===== src/design/assert_macros.svh =====
// ----------------------------------------------------------------------------
// assert_macros.svh
// assertion helpers shared by the rtl, compiled out for synthesis
// ----------------------------------------------------------------------------
`ifndef ASSERT_MACROS_SVH
`define ASSERT_MACROS_SVH

`ifndef SYNTHESIS

// same-cycle implication, checked outside reset
`define ASSERT_SAME(label, clk, rst_n, ante, cons) \
	label: assert property (@(posedge clk) disable iff (!(rst_n)) (ante) |-> (cons)) \
	else $error("same-cycle check failed");

// next-cycle implication, checked outside reset
`define ASSERT_NEXT(label, clk, rst_n, ante, cons) \
	label: assert property (@(posedge clk) disable iff (!(rst_n)) (ante) |=> (cons)) \
	else $error("next-cycle check failed");

`else

`define ASSERT_SAME(label, clk, rst_n, ante, cons)
`define ASSERT_NEXT(label, clk, rst_n, ante, cons)

`endif

`endif


===== src/design/irr_pkg.sv =====
// ----------------------------------------------------------------------------
// irr_pkg
// types and constants of the irq redirection router
// ----------------------------------------------------------------------------
package irr_pkg;

	typedef enum logic [1:0] {
		OP_WR_OVERRIDE   = 2'd0,
		OP_WR_CONTROLLER = 2'd1,
		OP_ROUTE         = 2'd2
	} op_t;

	// mode code that means active low / level triggered
	localparam logic [1:0] CODE_ACTIVE  = 2'b11;
	localparam int         POLARITY_BIT = 13;
	localparam int         TRIGGER_BIT  = 15;
	localparam int         DEST_SHIFT   = 56;

	typedef struct packed {
		op_t         operation;
		logic [7:0]  irq;
		logic        override_present;
		logic [31:0] override_target;
		logic [3:0]  override_mode;
		logic [3:0]  controller_slot;
		logic        controller_present;
		logic [31:0] range_base;
		logic [7:0]  last_entry;
		logic [7:0]  destination;
		logic [7:0]  vector;
	} req_t;

	typedef struct packed {
		logic        routed;
		logic [3:0]  chosen_controller;
		logic [7:0]  entry_number;
		logic [63:0] redirection_word;
	} rsp_t;

	typedef struct packed {
		logic        en;
		logic        present;
		logic [7:0]  irq;
		logic [31:0] gsi;
		logic [3:0]  mode;
	} ovr_wr_t;

	typedef struct packed {
		logic        en;
		logic        present;
		logic [3:0]  slot;
		logic [31:0] base;
		logic [7:0]  last;
	} ctl_wr_t;

	typedef struct packed {
		logic        hit;
		logic [3:0]  slot;
		logic [7:0]  entry;
	} ctl_match_t;

endpackage


===== src/design/irr_ctl_match.sv =====
// ----------------------------------------------------------------------------
// irr_ctl_match
// controller table and parallel range compare, highest valid slot wins
// ----------------------------------------------------------------------------
module irr_ctl_match #(
	parameter int SLOTS = 16
) (
	input  logic                clk,
	input  logic                arst_n,
	input  irr_pkg::ctl_wr_t    wr,
	input  logic [31:0]         gsi,
	output irr_pkg::ctl_match_t match
);
	import irr_pkg::*;

	localparam int IW = (SLOTS > 1) ? $clog2(SLOTS) : 1;

	logic [SLOTS-1:0] valid_q;
	logic [31:0]      base_q [SLOTS];
	logic [7:0]       last_q [SLOTS];

	always_ff @(posedge clk) begin
		if (wr.en) begin
			base_q[wr.slot[IW-1:0]] <= wr.base;
			last_q[wr.slot[IW-1:0]] <= wr.last;
		end
	end

	always_ff @(posedge clk or negedge arst_n) begin
		if (!arst_n) begin
			valid_q <= '0;
		end else if (wr.en) begin
			valid_q[wr.slot[IW-1:0]] <= wr.present;
		end
	end

	// range end is kept at 33 bits so it never wraps
	always_comb begin
		logic [32:0] top;
		logic [31:0] diff;
		match = '0;
		for (int i = 0; i < SLOTS; i++) begin
			top  = {1'b0, base_q[i]} + {25'b0, last_q[i]};
			diff = gsi - base_q[i];
			if (valid_q[i] && (base_q[i] <= gsi) && ({1'b0, gsi} <= top)) begin
				match.hit   = 1'b1;
				match.slot  = 4'(i);
				match.entry = diff[7:0];
			end
		end
	end
endmodule


===== config.mk =====
export PLATFORM = sky130hd
export DESIGN_NAME = irr_ctl_match
export DESIGN_NICKNAME = d
export VERILOG_FILES = /design/src/design/assert_macros.svh /design/src/design/irr_pkg.sv /design/src/design/irr_ctl_match.sv
export SDC_FILE = /design/constraint.sdc
export NUM_CORES = 2
export LEC_CHECK = 0
export BUFFER_PORTS_ARGS = -buffer_cell sky130_fd_sc_hd__buf_2
export CORE_AREA = 2 2 350 352
export DETAILED_ROUTE_END_ITERATION = 12
export DIE_AREA = 0 0 352 354
export HOLD_SLACK_MARGIN = 0.15
export PLACE_DENSITY = 0.61
export SYNTH_ARGS = -nofsm -noshare
export SYNTH_HDL_FRONTEND = slang
export SYNTH_SLANG_ARGS = --single-unit

===== constraint.sdc =====
create_clock -name clk -period 12.4 [get_ports clk]
set_input_delay 0.62 -clock clk [delete_from_list [all_inputs] [get_ports clk]]
set_output_delay 0.62 -clock clk [all_outputs]
set_load 0.01 [all_outputs]

==> results.ini <==
[grt]
grt.overflow.total = 0
grt_usage = 0.365
antenna_found_initial = 19
grt_max_degree = 43
grt_pass1_wl_um = 329000
grt_pass1_vias = 49300

[route]
drt-pass1-iter-count = 6
ant_nets = 0
drt_iter0_drc = 4999
totalWireLength_um = 232000
drcViolationCount = 0
via_count = 50500
avgViaCountPerCell = 6.40
wire_per_inst_um = 29.5

[worst_setup_path]
r2r.worst_path.cells = 1
critical_path.top_delay_family = compound AO/OA/AOI/OAI gates
critPathMaxStageDelay_ps = 940
r2r_setup_slack_ps = 11340
crit_start = base_q[5][1]$_DFFE_PP_
worstPathMaxFanout = 17
cp_num_buf_inv = 1
slowest_stage = o21ai_0
cp-end-kind = output port
r2r-end = valid_q[5]$_DFFE_PN0P_
worstPathArrival_ps = 8070
worstSetupPathType = reg -> out
timing.rr.start = valid_q[5]$_DFFE_PN0P_
cp_common_cell = a21oi_1
start_kind = flip-flop
required_ps = 11780

[floorplanning]
io_pins = 93
initial_utilization = 0.495
die-area_um2 = 125000
fp.coreArea_um2 = 121000
die_w_um = 352
fp.dieH_um = 354
row_count = 128

[synthesis]
synth-compound-area-share = 0.139
ys_seq_elements = 656
syn_inst = 5934
synth_top_family_by_area = adder cells
synthMuxAreaShare = 0.00368
yosysSeqAreaShare = 0.327
syn_area_um2 = 59900
synth_fp_nets = 7310
ys.warnings.count = 0
ys.flop_type = edfxtp_1
yosysUniqueCellTypes = 88
synth_edf_count = 640
syn_avg_cell_area_um2 = 10.1
synth-simple-area-share = 0.155
synthXorXnorAreaFrac = 0.0811
synthAdderAreaFrac = 0.275
async_flop_share = 0.0244

[sta]
whs_ps = 479
setup_viol = 0
slew_headroom = -0.00928
drv_slew = 1
timing.final.crit_period_ps = 8690
fin_crit_sh = 0.701
fmax_mhz = 115
tightest_slew_ps = 1490
tns_ps = 0
rsz0062_at_grt = no
skew_ps = 0
hold_violations = 0

[clock_network]
cts.path.max_buffers = 3
cts-buffers-inserted = 81
path_clk_slew_ps = 60
cts_tree = yes
cts.htree.levels = 3
worstSkewPairLatency_ps = 660
post_cts_resized = 0
cts_root_buf = clkbuf_16
clock-sinks = 656
post_cts_buffers = 0

[finish]
nets = 7574
area_growth_pct = 10.1
drive_gt1_frac = 0.0642

[placed_design]
io_buffers = 92
dp_hpwl_um = 172000
place_congestion = 1.03

[job]
maxCapViolations = 1

[min_path]
hold_path_depth = 1
holdCritPathClass = in -> reg
hold_end = base_q[14][8]$_DFFE_PP_
hold_start = wr[16]

[power]
power.density_nw_per_um2 = 97.8
leakagePower_nw = 27.0
peakVddDrop_mv = 0.130

[status]
violations = max-capacitance violations, max-slew violations
status = complete, but fails checks

[cell usage in the layout (no fill, tap or decap), types with 113 or more instances in the layout]
cell type,synthesis,final
a21o_1,128,128
a21oi_1,402,402
buf_4,0,113
edfxtp_1,640,640
ha_1,1264,1264
inv_1,282,280
nand2_1,353,353
nand3_1,249,249
nand4_1,253,253
nor2_1,339,327
o21ai_0,294,294
xnor2_1,263,263
xor2_1,292,292
[synth_stat cells, drive strengths merged, types with 17 or more instances]
cell / count / share of area
nor2: 339 / 0.021
or3: 19 / 0.0020
fa: 32 / 0.011
a21oi: 403 / 0.034
xnor2: 263 / 0.038
nand2b: 74 / 0.0077
ha: 1264 / 0.26
nand4: 253 / 0.026
and3: 106 / 0.011
xor2: 292 / 0.043
o211ai: 61 / 0.0077
o21a: 53 / 0.0066
clkbuf: 20 / 0.0013
o21bai: 57 / 0.0071
nand3: 249 / 0.021
inv: 282 / 0.018
nor2b: 90 / 0.0094
a211oi: 90 / 0.011
or4: 20 / 0.0025
a21o: 128 / 0.016
or2: 17 / 0.0018
a2111oi: 24 / 0.0036
edfxtp: 640 / 0.32
nor3: 112 / 0.0094
nor4: 48 / 0.0051
o221ai: 17 / 0.0025
a31oi: 19 / 0.0020
nand2: 353 / 0.022
and2: 24 / 0.0025
and4: 55 / 0.0080
o21ai: 297 / 0.025
[through the flow]
| stage | worst slack [ps] | total power, mW | instances | cell area [um^2] | utilization |
|---|---|---|---|---|---|
| global route | 3380 | 6.66 | 7888 | 66000 | 0.545 |
| floorplan | 6450 | 3.37 | 5934 | 59900 | - |
| global placement | 4620 | 3.98 | 7739 | 63300 | 0.523 |
| detailed placement | 4560 | 4.00 | 7739 | 63300 | 0.523 |
| CTS | 3800 | 6.44 | 7888 | 66000 | 0.545 |
| finish | 3710 | 6.45 | 7891 | 66000 | 0.546 |
[cell type report]
type | instances | area, um^2
antenna | 3 | 7.51
inverter | 283 | 1060
timing repair buffer | 206 | 1320
multi-input combinational | 4970 | 39300
sequential | 656 | 19600
tap | 1625 | 2030
clock inverter | 46 | 500
clock buffer | 102 | 2160
fill | 10700 | 55000
[sequential cells by signal (all words and copies together), names as in the netlist]
signal	count
last_q	128
valid_q	16
base_q	512
[logic make-up (layout without fill, tap and decap cells)]
logic type                 count (synthesis)  in the layout
muxes                                     20             20
other                                      0              3
buffers and inverters                    308            637
and+or+nand+nor                         1789           1789
DFF                                      656            656
AOI/OAI and AO/OA                       1310           1310
adders and majority gates               1296           1296
xor gates and xnor gates                 555            555
[worst max-delay path by stage]
stage	endpoint	slack (ps)	cells after the start
after floorplan	match[5]	6450	24
after CTS	match[6]	3800	25
after global routing	match[6]	3380	25
after global placement	match[6]	4620	25
after detailed placement	match[6]	4560	25
final	match[6]	3710	25
[what timing repair did]
| action | CTS | global route |
|---|---|---|
| hold buffers | 1 | 0 |
| setup endpoints to repair | 0 | 0 |
| hold endpoints to repair | 16 | 0 |
[layer usage]
| layer | up-vias | wire length (um) | global-route usage |
|---|---|---|---|
| met5 | - | 68 | 0 |
| met4 | 10 | 19200 | 0.263 |
| met3 | 623 | 18100 | 0.0468 |
| met2 | 2224 | 107000 | 0.604 |
| met1 | 24500 | 87900 | 0.440 |
| li1 | 23200 | - | - |
[power breakdown]
group / switching [mW] / leakage [nW] / internal [mW] / total, mW
clock network: 1.01 / 1.29 / 1.44 / 2.45
logic: 0.949 / 19.7 / 0.486 / 1.44
registers: 0.0684 / 5.98 / 2.49 / 2.56
total: 2.03 / 27.0 / 4.42 / 6.45
Power figures use the tool's default switching activity.
